<file path="config.mk">
export PLATFORM = sky130hd
export DESIGN_NAME = tbc_cfg
export DESIGN_NICKNAME = d
export VERILOG_FILES = /design/src/sv/tbc_pkg.sv /design/src/sv/tbc_cfg.sv
export SDC_FILE = /design/constraint.sdc
export NUM_CORES = 1
export LEC_CHECK = 0
export ABC_AREA = 1
export BUFFER_PORTS_ARGS = -buffer_cell sky130_fd_sc_hd__buf_2
export CAP_MARGIN = 20
export CORE_MARGIN = 5
export CORE_UTILIZATION = 35
export DETAILED_ROUTE_END_ITERATION = 12
export GPL_ROUTABILITY_DRIVEN = 0
export HOLD_SLACK_MARGIN = 0.08
export PLACE_DENSITY_LB_ADDON = 0.05
export SLEW_MARGIN = 20
export SYNTH_ARGS = -nofsm -noshare
export SYNTH_HDL_FRONTEND = slang
export SYNTH_SLANG_ARGS = --single-unit
</file>
<file path="constraint.sdc">
create_clock -name clk_i -period 1.7 [get_ports clk_i]
set_clock_uncertainty 0.2 [all_clocks]
set_input_delay 0.34 -clock clk_i [delete_from_list [all_inputs] [get_ports clk_i]]
set_output_delay 0.34 -clock clk_i [all_outputs]
set_load 0.005 [all_outputs]
</file>
<file path="src/sv/tbc_pkg.sv">
`timescale 1ns / 1ps
// ----------------------------------------------------------------------------
// tbc_pkg
// Shared types and constants of the trim batch coalescer.
// ----------------------------------------------------------------------------
package tbc_pkg;

  localparam int unsigned BatchDepth = 64;
  localparam int unsigned IdxW       = (BatchDepth > 1) ? $clog2(BatchDepth) : 1;
  localparam int unsigned CntW       = $clog2(BatchDepth + 1);
  localparam int unsigned AddrW      = 48;
  localparam int unsigned OffW       = 32;
  localparam int unsigned LenW       = 34;
  localparam int unsigned LimitW     = 7;
  localparam int unsigned SectW      = 5;
  localparam int unsigned PaddrW     = 3;

  localparam logic [LimitW-1:0] LimitReset  = 7'd64;
  localparam logic [SectW-1:0]  SectorReset = 5'd9;

  typedef enum logic [0:0] {
    RegBatchLimit = 1'b0,
    RegSectorLog2 = 1'b1
  } reg_idx_e;

  typedef struct packed {
    logic [AddrW-1:0] key_location;
    logic [OffW-1:0]  data_offset;
    logic [OffW-1:0]  value_length;
  } in_item_t;

  typedef struct packed {
    logic [AddrW-1:0] trim_address;
    logic [LenW-1:0]  trim_length;
    logic             batch_last;
  } out_item_t;

  typedef struct packed {
    logic [AddrW-1:0] addr;
    logic [LenW-1:0]  len;
  } entry_t;

  typedef struct packed {
    logic [LimitW-1:0] batch_limit;
    logic [SectW-1:0]  sector_size_log2;
  } cfg_t;

  typedef enum logic [2:0] {
    StIdle,
    StScan,
    StAppend,
    StCheck,
    StDrain
  } state_e;

endpackage

</file>
<file path="src/sv/tbc_cfg.sv">
`timescale 1ns / 1ps
// ----------------------------------------------------------------------------
// tbc_cfg
// APB register file: batch limit and sector size log2.
// ----------------------------------------------------------------------------
module tbc_cfg import tbc_pkg::*; (
  input  logic              clk_i,
  input  logic              rst_ni,
  input  logic              psel,
  input  logic              penable,
  input  logic              pwrite,
  input  logic [PaddrW-1:0] paddr,
  input  logic [31:0]       pwdata,
  output logic [31:0]       prdata,
  output logic              pready,
  output cfg_t              cfg_o
);

  logic [LimitW-1:0] limit_q;
  logic [SectW-1:0]  sect_q;
  logic              wr_en;
  reg_idx_e          idx;

  assign idx   = reg_idx_e'(paddr[2]);
  assign wr_en = psel & penable & pwrite;

  always_ff @(posedge clk_i or negedge rst_ni) begin
    if (!rst_ni) begin
      limit_q <= LimitReset;
      sect_q  <= SectorReset;
    end else if (wr_en) begin
      case (idx)
        RegBatchLimit: limit_q <= pwdata[LimitW-1:0];
        RegSectorLog2: sect_q  <= pwdata[SectW-1:0];
        default: ;
      endcase
    end
  end

  always_comb begin
    case (idx)
      RegBatchLimit: prdata = {{(32-LimitW){1'b0}}, limit_q};
      RegSectorLog2: prdata = {{(32-SectW){1'b0}}, sect_q};
      default:       prdata = '0;
    endcase
  end

  assign pready                 = 1'b1;
  assign cfg_o.batch_limit      = limit_q;
  assign cfg_o.sector_size_log2 = sect_q;

endmodule

</file>
==> flow_metrics.env <==
export IMPL_outcome="complete, no violations"
export IMPL_first_iter_violations=20
export IMPL_firstDrtPassIters=4
export IMPL_path_class="register to primary output"
export IMPL_p_sw_uw=251
export IMPL_fin_ws_ns=0.125
export IMPL_p_leak_nw=0.576
export IMPL_internal_power_uw=582
export IMPL_grt_max_degree=14
export IMPL_layout_min_cycle_time_ns=1.58
export IMPL_crit_required_ns=1.16
export IMPL_swShare=0.301
export IMPL_die_h_um=57.2
export IMPL_netlist_area_leader_share=0.289
export IMPL_drt_total_wl_mm=1.76
export IMPL_utilization=0.426
export IMPL_dp_hpwl_mm=1.34
export IMPL_synth_seq_cells=12
export IMPL_holdCritPathClass="primary input to register"
export IMPL_drive_gt1_frac=0.302
export IMPL_postSynthAreaPerCell_um2=7.50
export IMPL_ys_warn_count=0
export IMPL_finalSetupViolations=0
export IMPL_clock_fmax_mhz=635
export IMPL_fin_tns_setup_ns=0
export IMPL_vdd_drop_max_v=0.000381
export IMPL_clk_latency_ns=0.27
export IMPL_fp_dieW_um=57.2
export IMPL_synthCells=104
export IMPL_ys_seq_area_frac=0.390
export IMPL_grt_overflow=0
export IMPL_syn2layout_area_growth_pct=18.6
export IMPL_grt_pass1_wl_mm=2.90
export IMPL_start_util=0.359
export IMPL_root_buffer="clkbuf_4"
export IMPL_drv_cap=0
export IMPL_yosys_top_cells_area="dfrtp_1 (29%), buf_4 (25%), nand2_1 (19%)"
export IMPL_slew_viol_final=0
export IMPL_num_vias=668
export IMPL_pwr_share_seq=0.465
export IMPL_final_nets=180
export IMPL_wl_per_cell_um=10.5
export IMPL_row_count=17
export IMPL_h_tree_depth=1
export IMPL_crit_arrival_ns=1.04
export IMPL_synthesis_area_um2=779
export IMPL_cts_sinks=12
export IMPL_cts_tree="yes"
export IMPL_path_max_fanout=3
export IMPL_drc=0
export IMPL_hold_viol=0
export IMPL_clkPwrFrac=0.269
export IMPL_fin_hold_ws_ns=0.0940
export IMPL_die_area_um2=3270
export IMPL_num_io_pins=85
export IMPL_antenna_found_initial=0
export IMPL_grt_use_total=0.113
export IMPL_coreArea_um2=2170
export IMPL_synth_distinct_cells=13
export IMPL_synth_top_cell_by_area="dfrtp_1"
export IMPL_num_antenna_cells=0
export IMPL_ant_nets=0
export IMPL_dp_slack_ns=0.0780
export IMPL_end_kind="primary output"
export IMPL_port_buffers=31
export IMPL_fin_crit_sh=0.927
export IMPL_post_cts_buffers=0
export IMPL_reg2reg_slack_ns=0.77
export IMPL_path_clk_slew_ns=0.08
export IMPL_grt_pass1_vias=649
export IMPL_p_per_area_nw_per_um2=901
export IMPL_cts_made_buffers=3
export IMPL_rsz0062_at_grt="no"
export IMPL_setup_worst_path_start_class="register"
export IMPL_post_drt_via_cell_ratio=4.00
export IMPL_clock_path_buffers=2
export IMPL_pwr_share_comb=0.266
==> worst paths after layout <==
check	start	endpoint	depth (start not counted)
max	sect_q[0]	prdata[0]	3
min	pwdata[3]	sect_q[3]	3
max reg2reg	sect_q[0]	sect_q[0]	2
min reg2reg	limit_q[6]	limit_q[6]	2
max in group asynchronous	rst_ni	limit_q[6]	2
min in group asynchronous	rst_ni	limit_q[4]	2
==> area by class of cell <==
type / instances / area, um^2
Timing Repair Buffer: 36 / 200
Fill cell: 251 / 1240
Tap cell: 28 / 35.0
Multi-Input combinational cell: 83 / 334
Clock buffer: 4 / 36.3
Inverter: 4 / 15.0
Sequential cell: 12 / 304
==> layer usage <==
metal,up-vias,GRT usage,share of wire
li1,338,-,-
met2,32,0.181,0.46
met5,-,0,0
met4,0,0.0497,0
met1,298,0.145,0.44
met3,0,0.0249,0.10
==> power groups by stage <==
stage / combinational, mW / clock, mW / sequential [mW]
final: 0.222 / 0.224 / 0.387
after global routing: 0.260 / 0.248 / 0.398
after CTS: 0.226 / 0.240 / 0.388
after detailed placement: 0.220 / 0 / 0.392
after global placement: 0.218 / 0 / 0.392
after floorplan: 0.141 / 0 / 0.396
==> synth_stat cells <==
| library cell | n |
|---|---|
| conb_1 | 2 |
| buf_2 | 2 |
| buf_6 | 1 |
| buf_4 | 26 |
| nor2_1 | 2 |
| nand4_1 | 2 |
| inv_1 | 3 |
| nor2_2 | 1 |
| nand3_1 | 12 |
| dfrtp_1 | 9 |
| dfstp_2 | 3 |
| inv_2 | 1 |
| nand2_1 | 40 |
==> critical path, stage by stage, from the launching register on <==
cell,delay [ns]
dfstp_2,0.55
nand2_1,0.05
nand2_1,0.06
buf_2,0.10
==> state kept, by name, indices dropped and copies added, names as in the netlist <==
name / cells
limit_q: 7
sect_q: 5
==> cell families after synthesis <==
logic type,after synthesis,synth area share
and+or+nand+nor,57,0.303
buffers and inverters,33,0.297
DFF,12,0.390
other,2,0.00963
==> layout by cell type, fill, tap and decap left out <==
master and count:
inv_1 3, nand4_1 2, dfrtp_1 9, conb_1 26, inv_2 1, clkbuf_4 3, nor2_1 2, buf_2 31
buf_4 2, nand2_1 40, dfstp_2 3, nand3_1 12, nor2_2 1, clkbuf_8 1, dlygate4sd3_1 3
==> through the flow <==
step                cells  power (mW)  cell area [um^2]
floorplan             128       0.537               870
global placement      160       0.610               858
detailed placement    160       0.613               858
CTS                   167       0.854               925
global route          167       0.906               925
finish                167       0.833               925
==> what timing repair did <==
action / in CTS / in global routing
gates resized for setup: 0 / 0
endpoints found under the hold margin: 14 / 0
hold buffers: 3 / 0
Power figures use the tool's default switching activity.
