[src/sv/tbc_pkg.sv]
`timescale 1ns / 1ps
// ----------------------------------------------------------------------------
// tbc_pkg
// Shared types and constants of the trim batch coalescer.
// ----------------------------------------------------------------------------
package tbc_pkg;

  localparam int unsigned BatchDepth = 64;
  localparam int unsigned IdxW       = (BatchDepth > 1) ? $clog2(BatchDepth) : 1;
  localparam int unsigned CntW       = $clog2(BatchDepth + 1);
  localparam int unsigned AddrW      = 48;
  localparam int unsigned OffW       = 32;
  localparam int unsigned LenW       = 34;
  localparam int unsigned LimitW     = 7;
  localparam int unsigned SectW      = 5;
  localparam int unsigned PaddrW     = 3;

  localparam logic [LimitW-1:0] LimitReset  = 7'd64;
  localparam logic [SectW-1:0]  SectorReset = 5'd9;

  typedef enum logic [0:0] {
    RegBatchLimit = 1'b0,
    RegSectorLog2 = 1'b1
  } reg_idx_e;

  typedef struct packed {
    logic [AddrW-1:0] key_location;
    logic [OffW-1:0]  data_offset;
    logic [OffW-1:0]  value_length;
  } in_item_t;

  typedef struct packed {
    logic [AddrW-1:0] trim_address;
    logic [LenW-1:0]  trim_length;
    logic             batch_last;
  } out_item_t;

  typedef struct packed {
    logic [AddrW-1:0] addr;
    logic [LenW-1:0]  len;
  } entry_t;

  typedef struct packed {
    logic [LimitW-1:0] batch_limit;
    logic [SectW-1:0]  sector_size_log2;
  } cfg_t;

  typedef enum logic [2:0] {
    StIdle,
    StScan,
    StAppend,
    StCheck,
    StDrain
  } state_e;

endpackage

[src/sv/tbc_trim_len.sv]
`timescale 1ns / 1ps
// ----------------------------------------------------------------------------
// tbc_trim_len
// Two-stage trim length: offset plus length, rounded up to whole sectors,
// at least one sector.
// ----------------------------------------------------------------------------
module tbc_trim_len import tbc_pkg::*; (
  input  logic             clk_i,
  input  logic             load_i,
  input  logic [OffW-1:0]  off_i,
  input  logic [OffW-1:0]  len_i,
  input  logic [SectW-1:0] sector_log2_i,
  output logic [LenW-1:0]  length_o
);

  logic [OffW:0]   total_q;
  logic [LenW-1:0] len_q;
  logic [LenW-1:0] sector;
  logic [LenW-1:0] mask;
  logic [LenW-1:0] tot;
  logic [LenW-1:0] rounded;

  always_ff @(posedge clk_i) begin
    if (load_i) begin
      total_q <= {1'b0, off_i} + {1'b0, len_i};
    end
    len_q <= (tot <= sector) ? sector : rounded;
  end

  always_comb begin
    sector  = LenW'(1) << sector_log2_i;
    mask    = sector - LenW'(1);
    tot     = LenW'(total_q);
    rounded = (tot + mask) & ~mask;
  end

  assign length_o = len_q;

endmodule

[config.mk]
export PLATFORM = sky130hd
export DESIGN_NAME = tbc_trim_len
export DESIGN_NICKNAME = d
export VERILOG_FILES = /design/src/sv/tbc_pkg.sv /design/src/sv/tbc_trim_len.sv
export SDC_FILE = /design/constraint.sdc
export NUM_CORES = 1
export LEC_CHECK = 0
export BUFFER_PORTS_ARGS = -buffer_cell sky130_fd_sc_hd__buf_2
export CAP_MARGIN = 20
export CORE_ASPECT_RATIO = 1.75
export CORE_UTILIZATION = 63
export CTS_CLUSTER_DIAMETER = 60
export DETAILED_ROUTE_END_ITERATION = 8
export GPL_ROUTABILITY_DRIVEN = 0
export PLACE_DENSITY_LB_ADDON = 0.1
export SLEW_MARGIN = 20
export SYNTH_ARGS = -nofsm -noshare
export SYNTH_HDL_FRONTEND = slang
export SYNTH_SLANG_ARGS = --single-unit
[constraint.sdc]
create_clock -name clk_i -period 7.25 [get_ports clk_i]
set_input_delay 0.3625 -clock clk_i [delete_from_list [all_inputs] [get_ports clk_i]]
set_output_delay 0.3625 -clock clk_i [all_outputs]
set_load 0.02 [all_outputs]
==> flow_summary_export.csv, run 1 <==
group,metric,value,unit
grt,overflow,0,
timing,slew_violations,0,
clocking,cts-root-buf,"clkbuf_16",
route,vias,6783,
synth,synth.largest_area_cell,"ha_1",
grt,grt.total_usage,0.345,
clocking,cts_setup_buffers,0,
synth,synth_area_leaders,"ha_1 (19%), edfxtp_1 (15%), dfxtp_1 (10%), a21oi_1 (5.2%), a21o_1 (5.0%)",
final_layout,drive_above_1_share,0.158,
die,rows,49,
final_layout,final_cell_mix,"buf_2 (104), ha_1 (103), nand2_1 (80)",
pwr,peakVddDrop,220,uV
grt,gr-usage-met2,0.595,
placement,port_buffers,104,
timing,min_period_over_period,0.702,
timing,hold_viol_final,0,
clocking,cts_hold_buf,0,
placement,place.detailed.hpwl,14400,um
critical_path,worstSetupEndpoint,"length_o[29]$_DFF_P_",
synth,yosys-mux-area-fraction,0.00923,
critical_path,critPathKind,"in -> reg",
critical_path,arrival,5.32,ns
synth,synth-simple-area-share,0.174,
clocking,clockBufferDepth,2,
grt,antenna_found_initial,0,
timing,finalSetupTns,0,ns
synth,synth_edf_count,33,
grt,grt_busiest_layer,"met2",
timing,clock.fmax,0.196,GHz
pwr,p_seq_frac,0.282,
final_layout,diodes,0,
worst_hold_path,hp-class,"in -> reg",
critical_path,worstSetupStartpointType,"primary input",
synth,yosys_warnings,0,
synth,ys.flop_type,"dfxtp_1",
clocking,htree_levels,3,
pwr,internal_power,1170,uW
synth,synthCells,812,
die,die_area,11200,um^2
pwr,leakage,0.00354,uW
critical_path,worstPathRequired,7.48,ns
clocking,clock_sinks,67,
final_layout,final_nets,1075,
route,drcViolationCount,1,
die,ios,105,
clocking,tritoncts,"done",
grt,use_met1,0.381,
synth,synth_fa_ha_area_frac,0.196,
run_status,status,"finished, violations left",
route,firstDrtPassIters,9,
clocking,cts_buffers,9,
die,core_area,10400,um^2
route,drt_first_iter_violations,567,
clocking,clk_pin_slew_worst_paths,0.06,ns
die,start_util,0.654,
final_layout,final_util,0.743,
final_layout,area_growth,13.5,%
die,chipHeight,139,um
critical_path,path_max_fanout,27,
die,fp.dieW,80.4,um
synth,syn_area_per_cell,8.35,um^2
synth,synth.distinct_cells,67,
final_layout,stdcell_count,1031,
pwr,switchingPower,721,uW
pwr,switching_share,0.382,
critical_path,r2r_slack,3.78,ns
critical_path,crit_start,"sector_log2_i[4]",
pwr,power,1890,uW
pwr,powerDensity,245,nW/um^2
grt,grt_pass1_wl,30200,um
final_layout,final_common_cell,"buf_2",
synth,ys_seq_elements,67,
synth,synthArstFlopShare,0,
route,vias_per_cell,6.58,
route,ant_nets,0,
synth,synth_top_family_by_area,"compound AO/OA/AOI/OAI gates",
route,wire_per_inst,18.1,um
timing,slew_headroom,0.413,
run_status,violations,"design-rule violations",
timing,finalCriticalPeriod,5.09,ns
grt,grt_max_degree,63,
synth,ys_seq_area_frac,0.247,
critical_path,r2r_cells,13,
route,wl,18700,um
pwr,pwr-share-clk,0.266,
critical_path,endpoint_kind,"flop",
critical_path,r2r_end,"length_o[28]$_DFF_P_",
placement,dp_cells,1015,
synth,synth.top_cell.area_share,0.190,
synth,synth_compound_area_frac,0.268,
clocking,ctsResizeCount,0,
timing,rsz0062_at_grt,"false",
run,cap_violations,0,
clocking,insertion_delay,0.35,ns
grt,grt_pass1_vias,6593,
synth,netlist_area,6780,um^2
synth,synth_xor_xnor_area_share,0.0736,
pwr,p_comb_frac,0.452,
timing,tightest_slew,0.878,ns
timing,skew,0.00707,ns
timing,setup_violations,0,
grt,grtUsageMet3,0.0623,
critical_path,r2r_start,"total_q[0]$_DFFE_PP_",
[synth_stat cells, types with 8 or more instances]
cell type,n
a21oi_1,71
nand2b_1,20
o21a_1,9
ha_1,103
edfxtp_1,33
a211oi_1,10
nand3_1,18
o21ai_0,62
inv_1,26
nor2_1,64
a31oi_1,12
nor2b_1,8
clkbuf_1,27
xor2_1,20
dfxtp_1,34
nor3_1,14
o21bai_1,9
a21o_1,45
nand2_1,80
xnor2_1,37
nand4_1,15
[critical path: stages]
cell and delay, ns:
buf_2 0.25, nor2_1 0.65, nand2_1 0.23, ha_1 0.43, nor2_1 0.34, a31oi_1 0.12, o21ai_0 0.37, ha_1 0.38
a21oi_1 0.20, o21a_1 0.18, nor2_1 0.08, a2111oi_4 0.36, o211ai_2 0.19, a221oi_4 0.34, o21ai_2 0.14, o31ai_4 0.22
nor4b_1 0.09, or3_1 0.38
[sequential cells by signal (all words and copies together) (netlist names)]
signal    count
total_q      33
length_o     34
[through the flow]
stage	setup WS (ns)	instance area (um^2)	hold slack, ns
after floorplan	2.68	6780	0.475
after CTS	2.33	7690	0.316
final	2.16	7700	0.304
after global placement	2.19	7350	0.651
after global routing	1.88	7700	0.322
after detailed placement	2.00	7350	0.666
[logic make-up (layout without fill, tap and decap cells)]
logic type      after synthesis  count (layout)
compound gates              271             271
xor+xnor                     57              57
fa+ha+maj                   105             105
buf+inv                      56             147
flops                        67              67
mux                           6               6
other cells                   1               2
simple gates                249             249
[power groups by stage]
stage	Sequential [uW]	Clock, uW	Combinational (uW)
2_1_floorplan	593	0	558
3_3_place_gp	539	0	799
3_5_place_dp	540	0	826
4_1_cts	533	498	834
5_1_grt	541	517	931
6_report	533	502	854
[layer usage]
layer,share of wire,vias to the layer above
li1,-,3169
met1,0.37,3137
met2,0.51,381
met3,0.072,96
met4,0.051,0
met5,0,-
[worst min path at each step]
| stage | startpoint | end | slack (ns) | depth (start not counted) |
|---|---|---|---|---|
| 6_report | len_i[0] | total_q[0]$_DFFE_PP_ | 0.30 | 2 |
| 5_1_grt | len_i[0] | total_q[0]$_DFFE_PP_ | 0.32 | 2 |
| 4_1_cts | len_i[0] | total_q[0]$_DFFE_PP_ | 0.32 | 2 |
| 3_5_place_dp | len_i[0] | total_q[0]$_DFFE_PP_ | 0.67 | 2 |
| 3_3_place_gp | len_i[0] | total_q[0]$_DFFE_PP_ | 0.65 | 2 |
| 2_1_floorplan | load_i | total_q[0]$_DFFE_PP_ | 0.47 | 0 |
[cell type report]
type | count | area [um^2]
timing repair buffer | 105 | 528
multi-input combinational | 690 | 4900
clock buffer | 9 | 225
inverter | 26 | 97.6
sequential | 67 | 1670
clock inverter | 7 | 116
fill | 794 | 2670
tap | 127 | 159
Power figures use the tool's default switching activity.
==> run 2, diff against run 1 <==
--- a/config.mk
+++ b/config.mk
@@ -8,7 +8,7 @@
 export BUFFER_PORTS_ARGS = -buffer_cell sky130_fd_sc_hd__buf_2
 export CAP_MARGIN = 20
 export CORE_ASPECT_RATIO = 1.75
-export CORE_UTILIZATION = 63
+export CORE_UTILIZATION = 59
 export CTS_CLUSTER_DIAMETER = 60
 export DETAILED_ROUTE_END_ITERATION = 8
 export GPL_ROUTABILITY_DRIVEN = 0
==> constraint.sdc (replaced) <==
create_clock -name clk_i -period 5.3 [get_ports clk_i]
set_input_delay 0.265 -clock clk_i [delete_from_list [all_inputs] [get_ports clk_i]]
set_output_delay 0.265 -clock clk_i [all_outputs]
set_load 0.02 [all_outputs]
==> flow_summary_export.csv, run 2 (synthesis gave the netlist of run 1 again) <==
group,metric,value,unit
run_status,status,"finished clean",
clocking,cts_hold_buf,0,
die,die_area,11900,um^2
timing,slew_headroom,0.402,
critical_path,max_stage_delay,0.58,ns
clocking,cts_setup_buffers,0,
clocking,cts_buffers,9,
grt,grt_max_degree,63,
timing,finalSetupTns,0,ns
clocking,tritoncts,"done",
route,ant_nets,0,
placement,place.detailed.hpwl,14700,um
worst_hold_path,hp-class,"in -> reg",
die,core_area,11200,um^2
final_layout,layout.filler_cells,930,
critical_path,r2r_cells,13,
grt,grt_pass1_vias,6382,
route,wire_per_inst,17.9,um
final_layout,seq_area,1670,um^2
final_layout,area_growth,13.7,%
route,vias_per_cell,6.40,
timing,setup_violations,0,
grt,overflow,0,
pwr,peakVddDrop,220,uV
critical_path,critPathKind,"in -> reg",
worst_hold_path,min-delay-start,"len_i[0]",
final_layout,final_cell_mix,"buf_2 (104), ha_1 (103), nand2_1 (80)",
final_layout,multi_input_area,4890,um^2
timing,rsz0062_at_grt,"false",
clocking,cts-root-buf,"clkbuf_16",
placement,port_buffers,104,
final_layout,largest_reg_flops,34,
critical_path,endpoint_kind,"flop",
clocking,clock_sinks,67,
critical_path,worstPathRequired,5.52,ns
clocking,insertion_delay,0.34,ns
run,cap_violations,0,
die,ios,105,
die,start_util,0.607,
clocking,ctsResizeCount,0,
critical_path,arrival,4.80,ns
final_layout,diodes,0,
route,wl,18600,um
timing,slew_violations,0,
route,firstDrtPassIters,5,
final_layout,final_common_cell,"buf_2",
final_layout,final_nets,1078,
critical_path,r2r_end,"length_o[28]$_DFF_P_",
grt,grt_pass1_wl,29600,um
critical_path,slowest_stage,"o31ai_2",
route,drcViolationCount,0,
timing,worst_hold_slack,0.225,ns
timing,tightest_slew,0.895,ns
critical_path,crit_start,"sector_log2_i[1]",
timing,worst_slack,0.722,ns
timing,hold_viol_final,0,
placement,place_ws,0.493,ns
critical_path,worstSetupStartpointType,"primary input",
pwr,powerDensity,330,nW/um^2
critical_path,crit_path_cell_trace,"buf_2, nor2_1, and2_1, nand2_1, ha_1, nor2_1, a21oi_1, o21ai_0, ha_1, a21o_1, o31ai_2, o211ai_2, a221oi_4, o21ai_2, o31ai_4, nor4b_1, or3_1",
timing,clock.fmax,0.218,GHz
die,rows,51,
route,vias,6649,
clocking,htree_levels,3,
clocking,clk_pin_slew_worst_paths,0.06,ns
final_layout,drive_above_1_share,0.158,
critical_path,r2r_start,"total_q[0]$_DFFE_PP_",
grt,grt.total_usage,0.313,
clocking,clockBufferDepth,2,
critical_path,path_max_fanout,18,
worst_hold_path,whs_path_depth,2,
timing,skew,0.0118,ns
die,chipHeight,144,um
die,fp.dieW,83.0,um
grt,antenna_found_initial,0,
timing,min_period_over_period,0.864,
worst_hold_path,min_to,"total_q[0]$_DFFE_PP_",
pwr,leakage,0.00355,uW
route,drt_first_iter_violations,478,
critical_path,r2r_slack,1.84,ns
timing,finalCriticalPeriod,4.58,ns
-- run 2: worst max-delay path by stage --
stage / slack, ns / end
5_1_grt: 0.42 / length_o[29]$_DFF_P_
4_1_cts: 0.81 / length_o[29]$_DFF_P_
6_report: 0.72 / length_o[29]$_DFF_P_
3_3_place_gp: 0.67 / length_o[29]$_DFF_P_
2_1_floorplan: 0.82 / length_o[29]$_DFF_P_
3_5_place_dp: 0.49 / length_o[29]$_DFF_P_
-- run 2: area by class of cell --
| cell class | instances | area share |
|---|---|---|
| tap | 132 | 0.0214 |
| clock inverter | 6 | 0.0115 |
| inverter | 26 | 0.0127 |
| multi-input combinational | 690 | 0.635 |
| clock buffer | 10 | 0.0297 |
| sequential | 67 | 0.217 |
| timing repair buffer | 108 | 0.0730 |
-- run 2: where the power goes --
part | switching, uW | internal (uW) | total [uW]
Combinational | 694 | 471 | 1170
Clock | 232 | 412 | 644
Sequential | 63.9 | 674 | 738
-- run 2: stage by stage --
stage	cells	total power (uW)	util	cell area, um^2
3_3_place_gp	1023	1850	0.662	7390
3_5_place_dp	1023	1880	0.662	7390
2_1_floorplan	813	1580	-	6780
6_report	1039	2550	0.690	7710
4_1_cts	1039	2530	0.690	7710
5_1_grt	1039	2690	0.690	7710
-- run 2: critical path, delay by kind of cell --
family | cells | cell delay (ns)
AO/OA/AOI/OAI | 8 | 2.16
AND/OR/NAND/NOR | 6 | 1.45
adder cells (fa/ha/maj) | 2 | 0.74
buffers and inverters | 1 | 0.20
-- run 2: metal layers --
| metal | part of all wire | GRT usage | vias up |
|---|---|---|---|
| li1 | - | - | 3174 |
| met1 | 0.36 | 0.317 | 3019 |
| met2 | 0.50 | 0.566 | 358 |
| met3 | 0.066 | 0.0615 | 98 |
| met4 | 0.069 | 0.231 | 0 |
| met5 | 0 | 0 | - |
