### config.mk
export PLATFORM = sky130hd
export DESIGN_NAME = tbc_ram
export DESIGN_NICKNAME = d
export VERILOG_FILES = /design/src/sv/tbc_ram.sv
export SDC_FILE = /design/constraint.sdc
export NUM_CORES = 1
export LEC_CHECK = 0
export BUFFER_PORTS_ARGS = -buffer_cell sky130_fd_sc_hd__buf_2
export CAP_MARGIN = 20
export CORE_UTILIZATION = 50
export CTS_BUF_LIST = sky130_fd_sc_hd__clkbuf_8
export DETAILED_ROUTE_END_ITERATION = 6
export GPL_TIMING_DRIVEN = 0
export PLACE_DENSITY = 0.66
export SYNTH_ARGS = -nofsm -noshare
export SYNTH_HDL_FRONTEND = slang
export SYNTH_SLANG_ARGS = --single-unit
### constraint.sdc
create_clock -name clk_i -period 2.73 [get_ports clk_i]
set_input_delay 0.819 -clock clk_i [delete_from_list [all_inputs] [get_ports clk_i]]
set_output_delay 0.819 -clock clk_i [all_outputs]
set_load 0.01 [all_outputs]
### src/sv/tbc_ram.sv
`timescale 1ns / 1ps
// ----------------------------------------------------------------------------
// tbc_ram
// Generic single-write, single-read RAM with registered read data.
// ----------------------------------------------------------------------------
module tbc_ram #(
  parameter int unsigned Width = 8,
  parameter int unsigned Depth = 64
) (
  input  logic                                      clk_i,
  input  logic                                      we_i,
  input  logic [((Depth > 1) ? $clog2(Depth) : 1)-1:0] waddr_i,
  input  logic [Width-1:0]                          wdata_i,
  input  logic                                      re_i,
  input  logic [((Depth > 1) ? $clog2(Depth) : 1)-1:0] raddr_i,
  output logic [Width-1:0]                          rdata_o
);

  logic [Width-1:0] mem_q [Depth];
  logic [Width-1:0] rdata_q;

  always_ff @(posedge clk_i) begin
    if (we_i) begin
      mem_q[waddr_i] <= wdata_i;
    end
    if (re_i) begin
      rdata_q <= mem_q[raddr_i];
    end
  end

  assign rdata_o = rdata_q;

endmodule

==> impl_summary.md, run 1 <==
Clock tree
TritonCTS created 80 clock buffers. The later-pin clock latency in the skew report is 620 ps. The CTS tree is built. Post-CTS timing repair inserted 0 buffers for setup. The clock root buffer is clkbuf_8. The longest clock path from root to sink contains 3 buffers. The number of buffers inserted by hold repair at cts is 0. The H-tree was split into 3 levels. CTS saw 520 sinks. After clock tree synthesis, the clock-pin slew on the worst setup and hold paths is 70 ps.

Final layout
With fillers left out, the area of the finished cells amounts to 22600 um^2. The register cell area after layout is 15600 um^2. The growth of design area from synthesis to finish is 11.7%. In the final layout, the share of cells above drive strength 1 is 27.6%.

The post-layout net count is 1077. The multi-input combinational cells in the finished layout cover a total of 4330 um^2. Fill cells in the final layout number 3032. The count of cells in the finished layout, fillers not included, comes to 1639. The number of antenna diodes in the final layout is 0.

Global routing
The wire length of the first global-routing pass is 69500 um. The total congestion overflow is 0. The initial antenna violation count is 0. In the global route stage, overall resource usage came out at 24.1%. The number of global-route vias before repair was 10000. Entering global routing, the biggest net connects 65 pins.

Logic synthesis
The synthesized netlist devotes 0% of its cell area to XOR and XNOR gates. Synthesis instantiated 39 different standard cells from the library. The combined area of all synthesized cells is 20200 um^2. Of all flip-flops after synthesis, the portion carrying an async set or reset was 0%. The share of synthesized cell area in and, or, nand and nor gates is 3.37%. Yosys printed 0 warnings. The area fraction in compound gates after synthesis is 2.06%.

The dominant combinational cell family by area after synthesis is multiplexers. Each instance of the synthesized netlist takes up on average 21.5 um^2. For this run, the register share of the synthesized area comes to 77.1%. Synthesis produced a netlist with a net count of 963.

Of the post-synthesis cell area, the part taken by muxes is 15.9%. Synthesis handed over a netlist of 940 instances. The predominant post-synthesis flop cell is edfxtp_1. The synthesized design contains 520 enable-type register cells. The synthesized design contains 520 register bits. Of the total synthesized cell area, the portion taken by full adders, half adders and majority gates is 0%.

Worst setup path
In this run the worst path has a maximum fanout of 10. The required time of the critical path is 3050 ps. The critical path is of the in -> reg type.

STA classifies the critical path startpoint as a primary input. The worst setup path is captured at a flip-flop. At the worst endpoint, the arrival time is 3070 ps.

Floorplan
The core region is 39800 um^2. The number of placed I/O pins is 31. The area of the die is 41300 um^2. Row generation in the floorplan step produced 73 rows.

The die is 203 um tall. Once the floorplan was initialized, standard cells occupied 50.8% of the core. The width of the chip is 203 um.

Timing
The final max-slew violation count came to 0. The worst-margin pin slew is 1130 ps. Setup violations remaining at the end of the flow were counted as 1. Clock skew on the completed layout was measured at 14.3 ps.

The period utilization is 101%. Setup repair after global routing left no endpoint under its margin. The final critical-path required period is 2750 ps. Static timing analysis puts the maximum clock frequency at 0.364 GHz. The count of endpoints failing hold in the final timing report was 0. The normalized max-slew margin is 24.6%. In the post-route analysis, the smallest setup slack over all paths is -17.2 ps.

Routing
The number of nets with antenna violations after detailed routing is 0. Wires add up to 48300 um. After the first detailed-routing iteration, the DRC count stood at 1155.

The detail-routed via count per cell is 6.19. The detailed router placed 10100 vias in this run. The first detailed-routing pass took 5 iterations. After detailed routing, the number of remaining DRC violations is 0. The post-detailed-route wirelength per cell is 29.5 um.

Pwr
The clock network burns 36.9% of the power. In this run the power spent charging and discharging nets is 3.53 mW. Of the total power, combinational logic draws 5.9%. Sequential cells burn 57.2% of the power. The total power density per cell area is 685 nW/um^2. The switching power share of the total is 22.8%.

The internal power consumption is 12.0 mW. The largest vdd supply drop is 290 uV. For this design the static power due to leakage is 7.15 nW.

Min path
In this run the worst hold path is classified as in -> reg.

Outcome
The run finished, with violations left. The final reports fail on setup timing.

Placed design
The half-perimeter wire length after placement is 30300 um. The placed instances occupy a cell area of 21100 um^2. The number of input and output port buffers inserted is 22.

Once placement completed, the tool counted placed cells totaling 1491. The global placement routability congestion is 0.935.

Job
The total of max-cap violations is 0.
[synthesized netlist by cell type, drive strengths merged, types with 3 or more instances]
library cell | number | area [um^2]
o2111ai | 3 | 26.3
o221ai | 8 | 70.1
a21oi | 3 | 15.0
a22oi | 3 | 22.5
nor2 | 83 | 312
mux2i | 23 | 230
nand3 | 13 | 65.1
o2bb2ai | 3 | 26.3
a221oi | 6 | 52.6
edfxtp | 520 | 15600
nor3 | 7 | 35.0
clkbuf | 17 | 63.8
o21ai | 4 | 20.0
buf | 34 | 253
nand2 | 19 | 71.3
mux4 | 126 | 2840
a211oi | 4 | 30.0
nand3b | 3 | 22.5
nor2b | 14 | 87.6
nand2b | 7 | 43.8
o22ai | 8 | 50.1
mux2 | 13 | 146
[metal layers]
layer | up-vias | part of all wire [%] | routed length, um | global-route usage (%)
met1 | 5329 | 41 | 19800 | 34.7
met3 | 83 | 9.6 | 4660 | 5.80
li1 | 4173 | - | - | -
met2 | 553 | 47 | 22600 | 36.6
met5 | - | 0 | 0 | 0
met4 | 0 | 2.5 | 1220 | 7.89
[cells in the final DEF (no fill, tap or decap), drive strengths merged]
cell type	netlist	routed
a211oi	4	4
o221ai	8	8
o21ai	4	4
mux2	13	13
nand4b	1	1
o32ai	2	2
nand3	13	13
mux2i	23	23
o41ai	2	2
o2111ai	3	3
nor3	7	7
a21oi	3	3
nor4	2	2
nor2	83	83
clkbuf	17	99
clkinv	0	27
o22ai	8	8
a2111oi	2	2
or3	1	1
buf	34	65
o221a	2	2
a221oi	6	6
o2bb2ai	3	3
a31oi	1	1
clkinvlp	0	2
nand3b	3	3
a22oi	3	3
inv	0	32
nand2b	7	7
nor2b	14	14
nand2	19	19
mux4	126	126
nand4	2	2
and2	1	1
o21a	2	2
edfxtp	520	520
o311ai	1	1
[power by group through the flow]
stage	Clock (mW)	Sequential (mW)	Combinational [mW]
final	5.72	8.87	0.912
after global routing	6.13	8.87	0.956
after CTS	5.80	8.87	0.881
after detailed placement	0	9.04	0.876
after global placement	0	9.04	0.852
after floorplan	0	9.04	0.471
[stage by stage]
step | TNS (ps) | hold slack [ps] | utilization, % | power, mW | setup slack [ps]
floorplan | 0 | 797 | - | 9.51 | 105
global placement | -87450 | 981 | 52.8 | 9.89 | -1000
detailed placement | -104870 | 1000 | 52.9 | 9.92 | -1030
CTS | 0 | 570 | 56.4 | 15.6 | 3.02
global route | 0 | 553 | 56.8 | 16.0 | 17.0
finish | -17.2 | 563 | 56.8 | 15.5 | -17.2
[registers in the layout, summed over array words and instances, names as in the netlist]
name and flops:
rdata_o 8, mem_q 512
[final timing paths]
kind	slack [ps]	to	startpoint	depth (start not counted)
worst max-delay path	-20	rdata_o[3]	raddr_i[2]	7
worst max register to register	510	rdata_o[4]	mem_q[20][4]	5
worst min-delay path	560	mem_q[48][7]	wdata_i[7]	1
worst min register to register	1040	rdata_o[7]	mem_q[4][7]	4
[cells by family (layout without fill, tap and decap cells)]
logic type             Yosys count  count (layout)
AOI/OAI and AO/OA               54              54
buffers and inverters           51             225
DFF                            520             520
muxes                          162             162
and+or+nand+nor                153             153
[critical path: stages]
cell      delay (ps)
buf_2            180
buf_4            260
clkbuf_2         390
buf_2            510
mux4_2           430
o21ai_1          280
o41ai_1          180
[what timing repair did]
item / in CTS / in global routing
gates cloned: 0 / 0
setup endpoints to repair: 8 / 8
gates resized for setup: 10 / 10
[cell type report]
| type | instances | share of cell area, % |
|---|---|---|
| timing repair buffer | 32 | 1.33 |
| tap | 525 | 2.90 |
| multi-input combinational | 369 | 19.1 |
| buffer | 51 | 1.50 |
| clock inverter | 61 | 1.19 |
| clock buffer | 81 | 4.93 |
| sequential | 520 | 69.0 |
No activity file was read; power rests on OpenSTA's default activity.
==> run 2: changes to the inputs <==
--- a/config.mk
+++ b/config.mk
@@ -11,7 +11,7 @@
 export CTS_BUF_LIST = sky130_fd_sc_hd__clkbuf_8
 export DETAILED_ROUTE_END_ITERATION = 6
 export GPL_TIMING_DRIVEN = 0
-export PLACE_DENSITY = 0.66
+export PLACE_DENSITY = 0.64
 export SYNTH_ARGS = -nofsm -noshare
 export SYNTH_HDL_FRONTEND = slang
 export SYNTH_SLANG_ARGS = --single-unit
==> constraint.sdc (replaced) <==
create_clock -name clk_i -period 3.5 [get_ports clk_i]
set_input_delay 1.05 -clock clk_i [delete_from_list [all_inputs] [get_ports clk_i]]
set_output_delay 1.05 -clock clk_i [all_outputs]
set_load 0.01 [all_outputs]
==> run 2 against run 1 <==
Compared with the run above:
- the flow now finishes without violations
- die area unchanged
- critical path depth up 1
- clock power fell by 16%
- wire length shrank 1.9%
- setup slack better by 170 ps
- via count down 0.44%
- critical path type unchanged
- sequential power fell by 22%
- first-iteration DRC count is 5.0% lower
- final area rose by 0.43%
- clock-buffer cell count rose by 8
- clock skew up 6.7 ps
- power down 20%
==> impl_summary.md, run 2 (synthesized netlist as in run 1, its figures left out) <==
Final layout
The final design utilization is 57.1% (was 56.8%). The growth of design area from synthesis to finish is 12.2% (was 11.7%). The post-route cell area is 22700 um^2 (was 22600 um^2). Commonest cells after routing, fill and taps aside: 520 x edfxtp_1, 126 x mux4_2, 89 x clkbuf_8 (was 520 x edfxtp_1, 126 x mux4_2, 83 x nor2_1). The commonest non-fill, non-tap cell in the layout is edfxtp_1 (unchanged). The share of post-route cells with drive strength above 1 was 27.5% (was 27.6%).

The flip-flop count of the largest register after layout is 512 (unchanged). The register cell area after layout is 15600 um^2 (unchanged). The count of filler cells inserted in the layout is 2995 (was 3032). The post-layout net count is 1082 (was 1077). The register bank with the most flops is mem_q (unchanged). The final standard cell count with taps included and fillers excluded came to 1652 (was 1639). The multi-input logic area came to 4320 um^2 (was 4330 um^2).

Clock tree
The clock edge transition at the registers on the reported setup and hold paths is 60 ps (was 70 ps). The CTS tree is built (unchanged). The later-pin clock latency in the skew report is 640 ps (was 620 ps). The H-tree depth is 3 (unchanged). The number of buffers created by CTS is 85 (was 80). The number of clock sinks is 520 (unchanged). The number of buffers inserted by hold repair at cts came to 0 (unchanged). The post-CTS setup repair buffer count came to 0 (unchanged). The number of gates resized after CTS is 0 (was 10). The clock root buffer is clkbuf_8 (unchanged). The maximum number of buffers from clock root to sink is 3 (unchanged).

Global routing
The number of global-route vias before repair is 10100 (was 10000). The largest net degree at the start of global routing is 65 (unchanged). The total congestion overflow is 0 (unchanged). The busiest layer in global routing is met2 (unchanged). The initial antenna violation count is 3 (was 0). The met3 capacity usage during global routing was 4.52% (was 5.80%). The met2 routing resource usage after global routing was 36.6% (about the same). The met1 routing resource usage after global routing is 34.3% (was 34.7%). The total routing usage reported by global routing came to 23.8% (was 24.1%). The wire length of the first global-routing pass is 68600 um (was 69500 um).

Floorplan
The die span in y is 203 um (unchanged). The placeable core area is 39800 um^2 (unchanged). The area of the die is 41300 um^2 (unchanged). The width of the chip came to 203 um (unchanged). The starting density of the core is 50.8% (unchanged). The number of placed I/O pins is 31 (unchanged). The cell row count was 73 (unchanged).

Timing
The final max-slew violation count is 0 (unchanged). Unrepaired setup endpoints after global routing: no (unchanged). The post-route worst hold slack is 781 ps (was 563 ps). The worst-margin pin slew is 1080 ps (was 1130 ps).

The period utilization is 95.6%. The count of endpoints failing hold in the final timing report is 0 (unchanged). The upper clock frequency limit is 0.299 GHz. The worst clock skew is 21.1 ps (was 14.3 ps). The smallest clock period supported by the final layout is computed as 3340 ps. The final sum of negative setup slack is 0 ps (was -17.2 ps). The normalized max-slew margin came to 28.0% (was 24.6%).

The setup violation total in the final timing report is 0 (was 1).

Worst setup path
The critical path's largest stage delay is 780 ps (was 510 ps). The category of the worst setup path launch point is a primary input (unchanged). The arrival time of data at the critical path endpoint came to 3680 ps (was 3070 ps). The cell with the largest stage delay on the worst path is buf_1 (was buf_2).

The largest fanout on the critical path was 10 (unchanged). The critical path start-end classification is in -> reg (unchanged). The worst setup slack for register-to-register paths is 1250 ps (was 510 ps). The type of destination of the critical path is a flip-flop (unchanged). Critical path, cell by cell: buf_4, buf_2, buf_1, nand2_1, o221ai_1, nor2_1, nor3_1, o32ai_1 (was buf_2, buf_4, clkbuf_2, buf_2, mux4_2, o21ai_1, o41ai_1). The required time of the critical path is 3840 ps (was 3050 ps).

Routing
The number of remaining DRC errors is 0 (unchanged). The post-detailed-route wirelength per cell is 28.7 um (was 29.5 um). The total iterations of the first detailed-routing run is 5 (unchanged). The DRC violation total after the first TritonRoute iteration came to 1097 (was 1155). The total vias in the final route was 10100 (about the same). The final wirelength is 47400 um (was 48300 um). The number of nets with antenna violations after detailed routing is 0 (unchanged). The detail-routed via count per cell is 6.11 (was 6.19).

Placed design
The global placement routability congestion is 0.917 (was 0.935). The number of placed instances, taps included came to 1490 (was 1491). The number of input and output port buffers inserted is 22 (unchanged). The cell area reported after detailed placement is 21000 um^2 (was 21100 um^2). The half-perimeter wire length after placement is 30100 um (was 30300 um).

Min path
The kind of path behind the tightest hold check is in -> reg (unchanged).

Pwr
The largest vdd supply drop is 255 uV (was 290 uV). The leakage power total is 7.18 nW (was 7.15 nW). The total power density per cell area is 546 nW/um^2 (was 685 nW/um^2).

Job
The total of max-cap violations is 0 (unchanged).

Outcome
Status: finished clean (was finished with violations).
## run 2: area by class of cell
type,count,area share [%]
clock inverter,64,1.33
tap,525,2.89
antenna,2,0.0220
buffer,51,1.39
timing repair buffer,32,1.26
multi-input combinational,369,19.0
sequential,520,68.7
clock buffer,89,5.39
## run 2: final timing paths
path	start	to	cells after the start
max	raddr_i[1]	rdata_o[6]	8
min	wdata_i[6]	mem_q[10][6]	1
max reg2reg	mem_q[29][4]	rdata_o[4]	5
min reg2reg	mem_q[6][7]	rdata_o[7]	4
## run 2: report_power, final
group | leakage (nW) | internal (mW) | total, mW | switching (mW)
clock network | 0.874 | 2.43 | 4.79 | 2.36
logic | 1.62 | 0.259 | 0.693 | 0.434
registers | 4.69 | 6.91 | 6.92 | 0.0105
## run 2: metal layers
metal	wire [um]	share of wire (%)
met1	19600	41
met2	22300	47
met3	4200	8.9
met4	1340	2.8
met5	17	0.036
## run 2: worst max-delay path, delay by kind of cell
kind            cells  cell delay (ps)
compound gates      2              500
buf+inv             3             1310
simple gates        3              790
## run 2: through the flow
step	setup WS (ps)	power, mW
floorplan	644	7.42
global placement	-483	7.72
detailed placement	-492	7.73
CTS	200	12.5
global route	87.9	12.8
finish	156	12.4
==> run 3: changes to the inputs <==
--- a/config.mk
+++ b/config.mk
@@ -7,11 +7,11 @@
 export LEC_CHECK = 0
 export BUFFER_PORTS_ARGS = -buffer_cell sky130_fd_sc_hd__buf_2
 export CAP_MARGIN = 20
-export CORE_UTILIZATION = 50
+export CORE_UTILIZATION = 30
 export CTS_BUF_LIST = sky130_fd_sc_hd__clkbuf_8
 export DETAILED_ROUTE_END_ITERATION = 6
 export GPL_TIMING_DRIVEN = 0
-export PLACE_DENSITY = 0.64
+export PLACE_DENSITY = 0.42
 export SYNTH_ARGS = -nofsm -noshare
 export SYNTH_HDL_FRONTEND = slang
 export SYNTH_SLANG_ARGS = --single-unit
==> run 3 against run 2 <==
Compared with the run above:
- non-clock buffer count stayed put
- setup slack worse by 110 ps
- critical path depth stayed put
- clock power is 3% higher
- cell count is 21% higher
- combinational power is 7.5% higher
- final area is 2.1% higher
- global-route usage is 7.0 points lower
- worst hold slack better by 7.0 ps
- power is 1.4% higher
- flip-flop and latch count stayed put
- critical path type unchanged
- largest cell class unchanged
==> impl_summary.md, run 3 (synthesized netlist as in run 1, its figures left out) <==
Outcome
Status: finished clean (unchanged).

Worst setup path
The largest fanout on the critical path was 10 (unchanged). The type of destination of the critical path is a flip-flop (unchanged). The critical path start-end classification is in -> reg (unchanged). The required time of the critical path was 3870 ps (was 3840 ps). The category of the worst setup path launch point is a primary input (unchanged).

The arrival time of data at the critical path endpoint is 3820 ps (was 3680 ps).

Placed design
The global placement routability congestion is 0.842 (was 0.917). The placement-stage worst setup slack came to -915 ps (was -492 ps). The half-perimeter wire length after placement is 37100 um (was 30100 um). The number of input and output port buffers inserted came to 22 (unchanged).

Clock tree
The maximum number of buffers from clock root to sink is 3 (unchanged). The CTS tree is built (unchanged). The number of buffers created by CTS is 89 (was 85).

The number of clock sinks is 520 (unchanged). The clock root buffer is clkbuf_8 (unchanged). The number of gates resized after CTS is 3 (was 0). The clock edge transition at the registers on the reported setup and hold paths is 60 ps (about the same).

The number of buffers inserted by hold repair at cts is 0 (unchanged). The later-pin clock latency in the skew report came to 670 ps (was 640 ps). The H-tree depth is 3 (unchanged). The post-CTS setup repair buffer count is 0 (unchanged).

Timing
Unrepaired setup endpoints after global routing: no (unchanged). The count of endpoints failing hold in the final timing report is 0 (unchanged). The upper clock frequency limit is 0.290 GHz (was 0.299 GHz).

The period utilization is 98.6% (was 95.6%). The normalized max-slew margin is 27.2% (was 28.0%). The setup violation total in the final timing report is 0 (unchanged). The worst-margin pin slew is 1090 ps (was 1080 ps). The worst clock skew came to 24.0 ps (was 21.1 ps). The final critical-path required period was 3450 ps (was 3340 ps). The post-route worst hold slack is 788 ps (was 781 ps).

The slack of the critical path is 48.8 ps (was 156 ps). The final max-slew violation count came to 0 (unchanged).

Routing
The number of nets with antenna violations after detailed routing is 0 (unchanged). The total vias in the final route was 10100 (about the same). The final wirelength is 56300 um (was 47400 um). The DRC violation total after the first TritonRoute iteration is 863 (was 1097). The detail-routed via count per cell came to 5.05 (was 6.11).

The number of remaining DRC errors is 0 (unchanged). The post-detailed-route wirelength per cell is 28.2 um (was 28.7 um). The total iterations of the first detailed-routing run came to 7 (was 5).

Pwr
The proportion of power drawn by combinational gates is 5.9% (was 5.6%). The switching power of the nets was 2.93 mW (was 2.81 mW). The total chip power is 12.6 mW (was 12.4 mW). The leakage power total was 7.22 nW (was 7.18 nW).

The clock power share was 39.1% (was 38.6%). The largest vdd supply drop is 235 uV (was 255 uV). The internal power consumption came to 9.64 mW (was 9.60 mW).

The register share of total power is 55.0% (was 55.8%). The total power density per cell area was 542 nW/um^2 (was 546 nW/um^2). The switching power share of the total is 23.3% (was 22.6%).

Global routing
The number of global-route vias before repair was 10500 (was 10100). The total congestion overflow came to 0 (unchanged). The largest net degree at the start of global routing is 65 (unchanged).

The total routing usage reported by global routing is 16.9% (was 23.8%). The initial antenna violation count is 3 (unchanged). The wire length of the first global-routing pass was 79600 um (was 68600 um).

Floorplan
The width of the chip is 262 um (was 203 um). The starting density of the core was 30.6% (was 50.8%). The cell row count is 94 (was 73). The placeable core area is 66200 um^2 (was 39800 um^2). The number of placed I/O pins is 31 (unchanged).

The die span in y is 262 um (was 203 um). The area of the die is 68500 um^2 (was 41300 um^2).

Job
The total of max-cap violations was 0 (unchanged).

Final layout
The growth of design area from synthesis to finish is 14.6% (was 12.2%). The share of post-route cells with drive strength above 1 is 27.1% (was 27.5%). The post-layout net count is 1086 (was 1082).

The commonest non-fill, non-tap cell in the layout is edfxtp_1 (unchanged). Commonest cells after routing, fill and taps aside: 520 x edfxtp_1, 126 x mux4_2, 91 x clkbuf_8 (was 520 x edfxtp_1, 126 x mux4_2, 89 x clkbuf_8). The flip-flop count of the largest register after layout came to 512 (unchanged). The register bank with the most flops is mem_q (unchanged).

Min path
The kind of path behind the tightest hold check is in -> reg (unchanged).
run 3: final cells by class:
type | instances | area (um^2)
multi-input combinational | 369 | 4330
fill | 6217 | 43000
antenna | 2 | 5.00
tap | 864 | 1080
buffer | 51 | 324
timing repair buffer | 32 | 285
clock buffer | 91 | 1250
sequential | 520 | 15600
clock inverter | 69 | 304
run 3: path summary, 6_finish.rpt:
kind                      from          to  slack [ps]  depth (start not counted)
setup / recovery    raddr_i[1]  rdata_o[4]          50                          8
setup reg to reg  mem_q[21][6]  rdata_o[6]        1130                          5
hold reg to reg    mem_q[6][7]  rdata_o[7]         960                          4
hold / removal            re_i  rdata_o[3]         790                          1
run 3: layer usage:
layer	GRT usage (%)	wire, um	vias to the layer above
met5	0	22	-
met4	6.48	1650	4
met3	3.27	3050	106
met2	25.9	25800	344
met1	23.6	25800	5418
li1	-	-	4211
run 3: power groups by stage:
stage | sequential [mW] | clock, mW | combinational (mW)
after floorplan | 7.05 | 0 | 0.368
after global placement | 7.05 | 0 | 0.723
after detailed placement | 7.05 | 0 | 0.748
after CTS | 6.92 | 5.05 | 0.752
after global routing | 6.92 | 5.30 | 0.787
final | 6.92 | 4.91 | 0.745
run 3: critical path: stages:
cell and delay (ps):
buf_4 180, buf_2 280, clkdlybuf4s15_1 670, nand2_1 390, o221ai_1 170, nor2_1 270, nor3_1 130, o32ai_1 650
run 3: metrics by stage:
step / area, um^2 / util [%] / cells / TNS, ps
2_1_floorplan: 20200 / - / 940 / 0
3_3_place_gp: 21400 / 32.4 / 1826 / -4500
3_5_place_dp: 21600 / 32.6 / 1835 / -4850
4_1_cts: 23200 / 35.0 / 1995 / 0
5_1_grt: 23200 / 35.0 / 1997 / 0
6_report: 23200 / 35.0 / 1998 / 0
